[src/aes_pkg.sv]
// aes_pkg: shared types, constants and byte-level functions for the aes-128 block
// no dependencies
package aes_pkg;

  localparam int BlockW = 128;
  localparam int WordW = 64;
  localparam int NumRk = 11;
  localparam int RkWords = 2 * NumRk;
  localparam int RkAddrW = $clog2(RkWords);
  localparam int RoundW = 4;
  localparam int CfgIdxW = 1;

  localparam logic [CfgIdxW-1:0] RegKeyHigh = 1'b0;
  localparam logic [CfgIdxW-1:0] RegKeyLow = 1'b1;

  localparam logic [7:0] Poly = 8'h1b;

  typedef enum logic [2:0] {
    ST_IDLE,
    ST_EXP_RD,
    ST_EXP_WR,
    ST_FETCH,
    ST_LOAD,
    ST_ROUND,
    ST_DONE
  } state_t;

  // control from the controller to the round datapath
  typedef struct packed {
    logic dec;
    logic [RoundW-1:0] round;
  } ctl_t;

  function automatic logic [7:0] xtime(input logic [7:0] a);
    xtime = {a[6:0], 1'b0} ^ (a[7] ? Poly : 8'h00);
  endfunction

  function automatic logic [7:0] gmul(input logic [7:0] a, input logic [7:0] b);
    logic [7:0] p;
    logic [7:0] x;
    p = 8'h00;
    x = a;
    for (int i = 0; i < 4; i++) begin
      if (b[i]) p = p ^ x;
      x = xtime(x);
    end
    gmul = p;
  endfunction

  function automatic logic [7:0] sbox(input logic [7:0] x);
    logic [7:0] t [256];
    t = '{
      8'h63,8'h7c,8'h77,8'h7b,8'hf2,8'h6b,8'h6f,8'hc5,8'h30,8'h01,8'h67,8'h2b,8'hfe,8'hd7,8'hab,8'h76,
      8'hca,8'h82,8'hc9,8'h7d,8'hfa,8'h59,8'h47,8'hf0,8'had,8'hd4,8'ha2,8'haf,8'h9c,8'ha4,8'h72,8'hc0,
      8'hb7,8'hfd,8'h93,8'h26,8'h36,8'h3f,8'hf7,8'hcc,8'h34,8'ha5,8'he5,8'hf1,8'h71,8'hd8,8'h31,8'h15,
      8'h04,8'hc7,8'h23,8'hc3,8'h18,8'h96,8'h05,8'h9a,8'h07,8'h12,8'h80,8'he2,8'heb,8'h27,8'hb2,8'h75,
      8'h09,8'h83,8'h2c,8'h1a,8'h1b,8'h6e,8'h5a,8'ha0,8'h52,8'h3b,8'hd6,8'hb3,8'h29,8'he3,8'h2f,8'h84,
      8'h53,8'hd1,8'h00,8'hed,8'h20,8'hfc,8'hb1,8'h5b,8'h6a,8'hcb,8'hbe,8'h39,8'h4a,8'h4c,8'h58,8'hcf,
      8'hd0,8'hef,8'haa,8'hfb,8'h43,8'h4d,8'h33,8'h85,8'h45,8'hf9,8'h02,8'h7f,8'h50,8'h3c,8'h9f,8'ha8,
      8'h51,8'ha3,8'h40,8'h8f,8'h92,8'h9d,8'h38,8'hf5,8'hbc,8'hb6,8'hda,8'h21,8'h10,8'hff,8'hf3,8'hd2,
      8'hcd,8'h0c,8'h13,8'hec,8'h5f,8'h97,8'h44,8'h17,8'hc4,8'ha7,8'h7e,8'h3d,8'h64,8'h5d,8'h19,8'h73,
      8'h60,8'h81,8'h4f,8'hdc,8'h22,8'h2a,8'h90,8'h88,8'h46,8'hee,8'hb8,8'h14,8'hde,8'h5e,8'h0b,8'hdb,
      8'he0,8'h32,8'h3a,8'h0a,8'h49,8'h06,8'h24,8'h5c,8'hc2,8'hd3,8'hac,8'h62,8'h91,8'h95,8'he4,8'h79,
      8'he7,8'hc8,8'h37,8'h6d,8'h8d,8'hd5,8'h4e,8'ha9,8'h6c,8'h56,8'hf4,8'hea,8'h65,8'h7a,8'hae,8'h08,
      8'hba,8'h78,8'h25,8'h2e,8'h1c,8'ha6,8'hb4,8'hc6,8'he8,8'hdd,8'h74,8'h1f,8'h4b,8'hbd,8'h8b,8'h8a,
      8'h70,8'h3e,8'hb5,8'h66,8'h48,8'h03,8'hf6,8'h0e,8'h61,8'h35,8'h57,8'hb9,8'h86,8'hc1,8'h1d,8'h9e,
      8'he1,8'hf8,8'h98,8'h11,8'h69,8'hd9,8'h8e,8'h94,8'h9b,8'h1e,8'h87,8'he9,8'hce,8'h55,8'h28,8'hdf,
      8'h8c,8'ha1,8'h89,8'h0d,8'hbf,8'he6,8'h42,8'h68,8'h41,8'h99,8'h2d,8'h0f,8'hb0,8'h54,8'hbb,8'h16};
    sbox = t[x];
  endfunction

  function automatic logic [7:0] sbox_rev(input logic [7:0] x);
    logic [7:0] t [256];
    t = '{
      8'h52,8'h09,8'h6a,8'hd5,8'h30,8'h36,8'ha5,8'h38,8'hbf,8'h40,8'ha3,8'h9e,8'h81,8'hf3,8'hd7,8'hfb,
      8'h7c,8'he3,8'h39,8'h82,8'h9b,8'h2f,8'hff,8'h87,8'h34,8'h8e,8'h43,8'h44,8'hc4,8'hde,8'he9,8'hcb,
      8'h54,8'h7b,8'h94,8'h32,8'ha6,8'hc2,8'h23,8'h3d,8'hee,8'h4c,8'h95,8'h0b,8'h42,8'hfa,8'hc3,8'h4e,
      8'h08,8'h2e,8'ha1,8'h66,8'h28,8'hd9,8'h24,8'hb2,8'h76,8'h5b,8'ha2,8'h49,8'h6d,8'h8b,8'hd1,8'h25,
      8'h72,8'hf8,8'hf6,8'h64,8'h86,8'h68,8'h98,8'h16,8'hd4,8'ha4,8'h5c,8'hcc,8'h5d,8'h65,8'hb6,8'h92,
      8'h6c,8'h70,8'h48,8'h50,8'hfd,8'hed,8'hb9,8'hda,8'h5e,8'h15,8'h46,8'h57,8'ha7,8'h8d,8'h9d,8'h84,
      8'h90,8'hd8,8'hab,8'h00,8'h8c,8'hbc,8'hd3,8'h0a,8'hf7,8'he4,8'h58,8'h05,8'hb8,8'hb3,8'h45,8'h06,
      8'hd0,8'h2c,8'h1e,8'h8f,8'hca,8'h3f,8'h0f,8'h02,8'hc1,8'haf,8'hbd,8'h03,8'h01,8'h13,8'h8a,8'h6b,
      8'h3a,8'h91,8'h11,8'h41,8'h4f,8'h67,8'hdc,8'hea,8'h97,8'hf2,8'hcf,8'hce,8'hf0,8'hb4,8'he6,8'h73,
      8'h96,8'hac,8'h74,8'h22,8'he7,8'had,8'h35,8'h85,8'he2,8'hf9,8'h37,8'he8,8'h1c,8'h75,8'hdf,8'h6e,
      8'h47,8'hf1,8'h1a,8'h71,8'h1d,8'h29,8'hc5,8'h89,8'h6f,8'hb7,8'h62,8'h0e,8'haa,8'h18,8'hbe,8'h1b,
      8'hfc,8'h56,8'h3e,8'h4b,8'hc6,8'hd2,8'h79,8'h20,8'h9a,8'hdb,8'hc0,8'hfe,8'h78,8'hcd,8'h5a,8'hf4,
      8'h1f,8'hdd,8'ha8,8'h33,8'h88,8'h07,8'hc7,8'h31,8'hb1,8'h12,8'h10,8'h59,8'h27,8'h80,8'hec,8'h5f,
      8'h60,8'h51,8'h7f,8'ha9,8'h19,8'hb5,8'h4a,8'h0d,8'h2d,8'he5,8'h7a,8'h9f,8'h93,8'hc9,8'h9c,8'hef,
      8'ha0,8'he0,8'h3b,8'h4d,8'hae,8'h2a,8'hf5,8'hb0,8'hc8,8'heb,8'hbb,8'h3c,8'h83,8'h53,8'h99,8'h61,
      8'h17,8'h2b,8'h04,8'h7e,8'hba,8'h77,8'hd6,8'h26,8'he1,8'h69,8'h14,8'h63,8'h55,8'h21,8'h0c,8'h7d};
    sbox_rev = t[x];
  endfunction

  // byte i of a 128-bit block, byte 0 in the top bits
  function automatic logic [7:0] get_byte(input logic [BlockW-1:0] s, input int i);
    get_byte = s[BlockW-1-8*i -: 8];
  endfunction

  // one forward round without key addition; last skips mix columns
  function automatic logic [BlockW-1:0] enc_round(input logic [BlockW-1:0] s,
                                                   input logic last);
    logic [7:0] t [16];
    logic [7:0] a0, a1, a2, a3;
    logic [BlockW-1:0] o;
    for (int c = 0; c < 4; c++)
      for (int r = 0; r < 4; r++)
        t[r + 4*c] = sbox(get_byte(s, r + 4*((c + r) % 4)));
    for (int c = 0; c < 4; c++) begin
      a0 = t[4*c]; a1 = t[4*c+1]; a2 = t[4*c+2]; a3 = t[4*c+3];
      if (!last) begin
        t[4*c]   = xtime(a0) ^ xtime(a1) ^ a1 ^ a2 ^ a3;
        t[4*c+1] = a0 ^ xtime(a1) ^ xtime(a2) ^ a2 ^ a3;
        t[4*c+2] = a0 ^ a1 ^ xtime(a2) ^ xtime(a3) ^ a3;
        t[4*c+3] = xtime(a0) ^ a0 ^ a1 ^ a2 ^ xtime(a3);
      end
    end
    for (int i = 0; i < 16; i++) o[BlockW-1-8*i -: 8] = t[i];
    enc_round = o;
  endfunction

  // inverse shift rows and inverse sub bytes
  function automatic logic [BlockW-1:0] dec_sub(input logic [BlockW-1:0] s);
    logic [BlockW-1:0] o;
    for (int c = 0; c < 4; c++)
      for (int r = 0; r < 4; r++)
        o[BlockW-1-8*(r + 4*c) -: 8] = sbox_rev(get_byte(s, r + 4*((c - r + 4) % 4)));
    dec_sub = o;
  endfunction

  // inverse mix columns
  function automatic logic [BlockW-1:0] inv_mix(input logic [BlockW-1:0] s);
    logic [BlockW-1:0] o;
    logic [7:0] a0, a1, a2, a3;
    for (int c = 0; c < 4; c++) begin
      a0 = get_byte(s, 4*c); a1 = get_byte(s, 4*c+1);
      a2 = get_byte(s, 4*c+2); a3 = get_byte(s, 4*c+3);
      o[BlockW-1-8*(4*c) -: 8] =
        gmul(a0, 8'h0e) ^ gmul(a1, 8'h0b) ^ gmul(a2, 8'h0d) ^ gmul(a3, 8'h09);
      o[BlockW-1-8*(4*c+1) -: 8] =
        gmul(a0, 8'h09) ^ gmul(a1, 8'h0e) ^ gmul(a2, 8'h0b) ^ gmul(a3, 8'h0d);
      o[BlockW-1-8*(4*c+2) -: 8] =
        gmul(a0, 8'h0d) ^ gmul(a1, 8'h09) ^ gmul(a2, 8'h0e) ^ gmul(a3, 8'h0b);
      o[BlockW-1-8*(4*c+3) -: 8] =
        gmul(a0, 8'h0b) ^ gmul(a1, 8'h0d) ^ gmul(a2, 8'h09) ^ gmul(a3, 8'h0e);
    end
    inv_mix = o;
  endfunction

  // next round key from the previous one
  function automatic logic [BlockW-1:0] next_rk(input logic [BlockW-1:0] k,
                                                 input logic [7:0] rc);
    logic [31:0] w0, w1, w2, w3, t;
    w0 = k[127:96]; w1 = k[95:64]; w2 = k[63:32]; w3 = k[31:0];
    t = {sbox(w3[23:16]) ^ rc, sbox(w3[15:8]), sbox(w3[7:0]), sbox(w3[31:24])};
    w0 = w0 ^ t; w1 = w1 ^ w0; w2 = w2 ^ w1; w3 = w3 ^ w2;
    next_rk = {w0, w1, w2, w3};
  endfunction

endpackage

[src/aes_ram.sv]
// aes_ram: generic single-port write, single-port read ram with registered read
// no dependencies
module aes_ram #(
  parameter int Width = 64,
  parameter int Depth = 32
) (
  input  logic                     clk,
  input  logic                     we,
  input  logic [$clog2(Depth)-1:0] waddr,
  input  logic [Width-1:0]         wdata,
  input  logic [$clog2(Depth)-1:0] raddr,
  output logic [Width-1:0]         rdata
);
  logic [Width-1:0] mem [Depth];

  // write and registered read
  always_ff @(posedge clk) begin
    if (we) mem[waddr] <= wdata;
    rdata <= mem[raddr];
  end
endmodule

[src/aes_keystore.sv]
// aes_keystore: round key memory, two rams holding the high and low key halves
// depends on aes_pkg and aes_ram
module aes_keystore (
  input  logic                         clk,
  input  logic                         we,
  input  logic [3:0]                   waddr,
  input  logic [aes_pkg::BlockW-1:0]   wdata,
  input  logic [3:0]                   raddr,
  output logic [aes_pkg::BlockW-1:0]   rdata
);
  import aes_pkg::*;

  // one entry per round key, halves in separate arrays
  aes_ram #(.Width(WordW), .Depth(NumRk)) u_hi (
    .clk(clk), .we(we), .waddr(waddr), .wdata(wdata[BlockW-1:WordW]),
    .raddr(raddr), .rdata(rdata[BlockW-1:WordW])
  );
  aes_ram #(.Width(WordW), .Depth(NumRk)) u_lo (
    .clk(clk), .we(we), .waddr(waddr), .wdata(wdata[WordW-1:0]),
    .raddr(raddr), .rdata(rdata[WordW-1:0])
  );
endmodule

[config.mk]
export PLATFORM = sky130hd
export DESIGN_NAME = aes_keystore
export DESIGN_NICKNAME = d
export VERILOG_FILES = /design/src/aes_pkg.sv /design/src/aes_ram.sv /design/src/aes_keystore.sv
export SDC_FILE = /design/constraint.sdc
export NUM_CORES = 1
export LEC_CHECK = 0
export BUFFER_PORTS_ARGS = -buffer_cell sky130_fd_sc_hd__buf_2
export CELL_PAD_IN_SITES_DETAIL_PLACEMENT = 1
export CELL_PAD_IN_SITES_GLOBAL_PLACEMENT = 2
export CORE_MARGIN = 1.5
export CORE_UTILIZATION = 45
export CTS_BUF_LIST = sky130_fd_sc_hd__clkbuf_4 sky130_fd_sc_hd__clkbuf_8
export DETAILED_ROUTE_END_ITERATION = 10
export PLACE_DENSITY_LB_ADDON = 0.05
export RECOVER_POWER = 25
export SYNTH_ARGS = -nofsm -noshare
export SYNTH_HDL_FRONTEND = slang
export SYNTH_SLANG_ARGS = --single-unit
[constraint.sdc]
create_clock -name clk -period 33.7 [get_ports clk]
set_input_delay 5.055 -clock clk [delete_from_list [all_inputs] [get_ports clk]]
set_output_delay 5.055 -clock clk [all_outputs]
set_load 0.02 [all_outputs]
==> metrics.md, run 1 <==
| Metric | Value |
|---|---|
| Outcome | finished, final reports clean |
| Hold WC Path Type | reg -> reg |
| RSZ-0062 raised after global routing | false |
| Antenna violations before repair | 24 |
| Final std cell area, no fill | 65740 um^2 |
| Min Tclk post-route | 7.534 ns |
| Setup TNS | 0 ns |
| CP arrival | 8.33 ns |
| Dominant cell type by area after synthesis | edfxtp_1 |
| Max Clock Freq | 132.7 MHz |
| Crit. End Element | flop |
| Std cell rows | 130 |
| Largest cells by area after synthesis | edfxtp_1 (74%), mux2_2 (7.5%), dfxtp_1 (4.5%) |
| Setup crit start | raddr[0] |
| Worst setup path end | u_lo.rdata[1] |
| CTS max path bufs | 4 |
| Vias in the first global route | 32680 |
| Die ar. | 129900 um^2 |
| Latest clock arrival within the worst-skew pair | 0.96 ns |
| DR vias | 29500 |
| Wire length per cell | 27.36 um |
| Logic pwr share | 5.4% |
| Final Slew Violations | 0 |
| Initial Util | 45.53% |
| GP Congestion | 0.7235 |
| Peak supply drop | 0.04167 mV |
| Fraction of layout instances using a drive strength above 1 | 29.16% |
| Final hold violations | 0 |
| Synthesized cell area | 57470 um^2 |
| DRT antenna net count | 0 |
| Hold slack | 0.5748 ns |
| Sink Count | 1536 |
| H-tree depth | 5 |
| Crit start category | input port |
| Largest net degree at the start of global routing | 137 |
| YS warnings | 0 |
| Leakage | 22.15 nW |
| Seq pwr share | 52.9% |
| Pre-antenna DRT Iters | 5 |
| Worst reg2reg path depth | 3 |
| GRT overflow | 0 |
| CP max stage delay | 0.82 ns |
| Worst setup margin | 26.17 ns |
| # Max-Cap Violations | 0 |
| Reg clk slew, reported paths | 0.06 ns |
| Critical path required time | 34.49 ns |
| Placed instance area | 60480 um^2 |
| DR DRC count | 0 |
| Post-synthesis sequential element count | 1536 |
| R2r startpoint | u_hi.mem[2][20] |
| Switching share of power | 21.98% |
| Period utilization | 22.36% |
| Starting DRC count in detailed routing | 1706 |
| PostCTS Resize Cnt | 0 |
| Net Sw Power | 0.8925 mW |
| Internal power | 3.168 mW |
| Netlist cell types | 20 |
| Crit. path cell count | 6 |
| Sum of buffers and inverters on the critical path | 3 |
| Layout net count | 3566 |
| Worst path slowest cell | buf_4 |
| Ports | 266 |
| Final Util | 52.08% |
| Share of the synthesized area in the top cell type | 73.57% |
| Core area | 126200 um^2 |
| Total CTS buffers | 279 |
| CP cell instances | buf_8, buf_4, buf_4, mux2_2, o211ai_1, o31ai_1 |
| Final Skew | 0.03645 ns |
| Die span in y | 360.4 um |
| Tightest Pin Transition | 1.142 ns |
| Setup WS pre-CTS | 25.28 ns |
| CTS tree | done |
| Mapped Nets | 3159 |
| Dpl hpwl | 69610 um |
| Area Growth Syn to Fin | 14.40% |
| Worst-path maximum fanout | 106 |
| First-pass GRT wire length | 214000 um |
| Total wire length | 144300 um |
| PortBufs | 265 |
| Slew headroom | 23.85% |
| Syn_area_per_cell | 19.02 um^2 |
| Die X | 360.4 um |
| Clk pwr share | 41.7% |
| Root Driver | clkbuf_8 |
| PwrDens | 61.76 nW/um^2 |
| CP most frequent cell | buf_4 |
| Cts hold-fix bufs | 0 |
| Reg2Reg Setup Slack | 32.29 ns |
| R2r endpoint | u_hi.rdata[20] |
| Fillers | 11440 |
| Vias per cell | 5.591 |
| Final setup vio count | 0 |
| Post-CTS setup buffers | 0 |
| Seq/Total Area, Yosys | 78.03% |
| CP Class | in -> reg |
| Top Family by Delay on Critical Path | buffers and inverters |
| Post-synthesis cell count | 3021 |
| Gr usage total | 22.36% |
[logic make-up (layout without fill, tap and decap cells)]
group                  after synthesis  count (layout)  share of synthesized area, %
AOI/OAI and AO/OA                  512             512                         6.688
buffers and inverters              184             784                         1.720
DFF                               1536            1536                         78.03
muxes                              640             640                         11.98
other                                0               5                             0
and+or+nand+nor                    149             149                         1.576
[per-layer routing]
layer	global-route usage (%)	share of wire (%)
met5	0	0.071
met4	6.089	1.8
met3	4.967	5.1
met2	37.03	49
met1	29.78	44
[state kept, by name (all words and copies together) (netlist names)]
name and flops:
u_hi.mem 704, u_hi.rdata 64, u_lo.mem 704, u_lo.rdata 64
[synth_stat cells, drive strengths merged]
cell / n
nor2b: 1
o211ai: 128
mux2: 384
nand3b: 2
nand2: 2
mux2i: 256
nor3: 3
a22o: 128
edfxtp: 1408
o22ai: 128
or3b: 1
dfxtp: 128
nor2: 9
o31ai: 128
buf: 96
nand2b: 131
clkbuf: 88
[worst min path at each step]
stage,to,depth (start not counted),from
5_1_grt,u_lo.rdata[51],3,u_lo.mem[10][51]
2_1_floorplan,u_hi.rdata[0],3,u_hi.mem[10][0]
6_report,u_lo.rdata[59],3,u_lo.mem[10][59]
3_5_place_dp,u_lo.rdata[24],3,u_lo.mem[10][24]
3_3_place_gp,u_hi.rdata[53],3,u_hi.mem[10][53]
4_1_cts,u_lo.rdata[17],3,u_lo.mem[10][17]
[final cells by class]
cell class	instances	area, um^2	share of cell area, %
clock buffer	415	5099	7.756
timing repair buffer	310	1710	2.602
clock inverter	59	271.5	0.4130
multi-input combinational	1301	11740	17.86
sequential	1536	44840	68.21
antenna	5	12.51	0.01903
tap	1650	2064	3.140
[power groups by stage]
stage	clock (mW)	combinational [mW]	sequential, mW
after CTS	1.75	0.224	2.15
after global placement	0	0.217	2.18
after global routing	1.82	0.236	2.15
after detailed placement	0	0.223	2.19
final	1.69	0.218	2.15
after floorplan	0	0.112	2.21
[worst min-delay path, delay by kind of cell (launching register included)]
family / cells / cell delay [ns]
compound gates: 2 / 0.15
flops: 1 / 0.31
simple gates: 1 / 0.09
[stage by stage]
stage               power [mW]  cells
detailed placement       2.411   4797
global placement         2.402   4797
finish                   4.060   5276
floorplan                2.317   3021
CTS                      4.119   5271
global route             4.211   5273
[layout by cell type, fill, tap and decap left out, drive strengths merged, types with 5 or more instances in the layout]
master / count
clkinvlp: 6
dfxtp: 128
o31ai: 128
nand2b: 131
mux2: 384
o211ai: 128
mux2i: 256
buf: 213
o22ai: 128
clkbuf: 512
edfxtp: 1408
nor2: 9
clkinv: 53
a22o: 128
diode: 5
No activity file was read; power rests on OpenSTA's default activity.
==> run 2, diff against run 1 <==
==> constraint.sdc (replaced) <==
create_clock -name clk -period 7.7 [get_ports clk]
set_input_delay 1.155 -clock clk [delete_from_list [all_inputs] [get_ports clk]]
set_output_delay 1.155 -clock clk [all_outputs]
set_load 0.02 [all_outputs]
==> run 2 against run 1 <==
  * Power increased to 4.3 times the previous value
  * Final cell count fell by 0.19%
  * Combinational power grew to 4.3 times the previous value
  * Setup slack worse by 22 ns
  * Register-to-register slack worse by 26 ns
  * Utilization down 0.066 points
  * Largest cell class unchanged
  * Clock-buffer cell count shrank 5
  * Wire length down 1.1%
  * Critical path depth unchanged
  * Cell area shrank 0.13%
  * First-iteration DRC count is 11% higher
==> metrics.md, run 2 (synthesis results as in run 1) <==
| Metric | Value |
|---|---|
| Internal power | 13.78 mW |
| Logic pwr share | 5.4% |
| Peak supply drop | 0.1831 mV |
| Sink Count | 1536 |
| Final setup vio count | 0 |
| Vias in the first global route | 32100 |
| Crit. End Element | flop |
| Total wire length | 142800 um |
| Final Skew | 0.04038 ns |
| Setup WS pre-CTS | 3.357 ns |
| Post-CTS setup buffers | 0 |
| GRT overflow | 0 |
| Pre-antenna DRT Iters | 5 |
| Final std cell area, no fill | 65660 um^2 |
| Fraction of layout instances using a drive strength above 1 | 28.75% |
| CTS tree | done |
| Std cell rows | 130 |
| Clk pwr share | 41.3% |
| Met3 Wirelength | 7671 um |
| Area Growth Syn to Fin | 14.25% |
| CP Class | in -> reg |
| PostCTS Resize Cnt | 0 |
| RSZ-0062 raised after global routing | false |
| Slew headroom | 29.17% |
| Final Slew Violations | 0 |
| Vias per cell | 5.584 |
| Met2 Routed Length | 68790 um |
| Final hold violations | 0 |
| Hold path cells | 1 |
| R2r startpoint | u_hi.mem[9][54] |
| Commonest non-fill, non-tap cells in the layout | edfxtp_1 (1408), mux2_2 (384), clkbuf_8 (302) |
| Die X | 360.4 um |
| Total CTS buffers | 276 |
| Worst setup margin | 4.371 ns |
| Hold path startpoint | wdata[48] |
| Period utilization | 43.24% |
| First-pass GRT wire length | 210600 um |
| Starting DRC count in detailed routing | 1891 |
| Antenna violations before repair | 25 |
| Largest net degree at the start of global routing | 159 |
| CP arrival | 4.15 ns |
| DRT antenna net count | 0 |
| Outcome | finished, final reports clean |
| Root Driver | clkbuf_8 |
| PortBufs | 265 |
| Hold endpoint | u_lo.mem[6][48] |
| Placed instance area | 60540 um^2 |
| Dpl hpwl | 66890 um |
| Setup crit start | raddr[1] |
| Latest clock arrival within the worst-skew pair | 0.96 ns |
| Worst-path maximum fanout | 101 |
| M1 WL | 63400 um |
| Layout net count | 3560 |
| Reg clk slew, reported paths | 0.06 ns |
| CTS max path bufs | 4 |
| Worst reg2reg path depth | 3 |
| # Max-Cap Violations | 0 |
| Top Registers | u_hi.mem: 704 flops, u_lo.mem: 704 flops |
| Commonest non-fill, non-tap cell in the layout | edfxtp_1 |
| DR vias | 29410 |
| Tightest Pin Transition | 1.062 ns |
| Critical path required time | 8.52 ns |
| Seq pwr share | 53.4% |
| R2r endpoint | u_hi.rdata[54] |
| Die span in y | 360.4 um |
| Die ar. | 129900 um^2 |
| Crit start category | input port |
| Reg2Reg Setup Slack | 6.53 ns |
| Core area | 126200 um^2 |
| H-tree depth | 5 |
| Hold WC Path Type | in -> reg |
| Cts hold-fix bufs | 0 |
| Multi-input gate area | 11760 um^2 |
| Switching share of power | 21.84% |
| Reg area | 44840 um^2 |
| Net Sw Power | 3.849 mW |
| Ports | 266 |
| Wire length per cell | 27.12 um |
| Top routing layer used | met5 |
| Initial Util | 45.53% |
| DR DRC count | 0 |
| Gr usage total | 22.02% |
| Setup TNS | 0 ns |
| Final Util | 52.02% |
| PwrDens | 268.5 nW/um^2 |
| Fillers | 11530 |
| Leakage | 22.09 nW |
| Min Tclk post-route | 3.329 ns |
| Max Clock Freq | 300.4 MHz |
| GP Congestion | 0.7191 |
## run 2: how the worst max path moves through the flow
stage	end	slack, ns	depth (start not counted)
finish	u_hi.rdata[58]	4.37	6
global route	u_hi.rdata[51]	4.29	6
CTS	u_lo.rdata[0]	4.48	6
detailed placement	u_lo.rdata[0]	3.36	6
global placement	u_hi.rdata[56]	3.43	6
floorplan	u_hi.mem[1][0]	0.08	2
## run 2: cell type report
| class | instances | share of cell area [%] |
|---|---|---|
| Timing Repair Buffer | 307 | 2.676 |
| Clock buffer | 410 | 7.565 |
| Clock inverter | 53 | 0.3716 |
| Antenna cell | 9 | 0.03430 |
| Tap cell | 1650 | 3.144 |
| Multi-Input combinational cell | 1301 | 17.91 |
| Sequential cell | 1536 | 68.30 |
## run 2: metrics by stage
stage          hold slack, ns  instances  total power [mW]
2_1_floorplan          0.5394       3021             10.14
3_3_place_gp           0.5504       4794             10.51
3_5_place_dp           0.5628       4794             10.55
4_1_cts                0.3752       5257             17.87
5_1_grt                0.4818       5260             18.27
6_report               0.5203       5266             17.63
## run 2: per-layer routing
layer / up-vias / global-route usage, %
met5: - / 0
met4: 20 / 6.594
met3: 242 / 5.111
met2: 708 / 35.79
met1: 15420 / 29.57
li1: 13010 / -
## run 2: power groups by stage
| stage | registers, mW | clock network [mW] | logic, mW |
|---|---|---|---|
| final | 9.41 | 7.27 | 0.947 |
| after global routing | 9.42 | 7.82 | 1.03 |
| after CTS | 9.41 | 7.49 | 0.970 |
| after detailed placement | 9.58 | 0 | 0.967 |
| after global placement | 9.57 | 0 | 0.942 |
| after floorplan | 9.65 | 0 | 0.491 |
## run 2: worst max-delay path, stage by stage
cell and delay [ns]:
buf_8 0.50, buf_4 0.82, nand2_4 0.57, buf_12 0.49, o22ai_1 0.32, o31ai_1 0.11
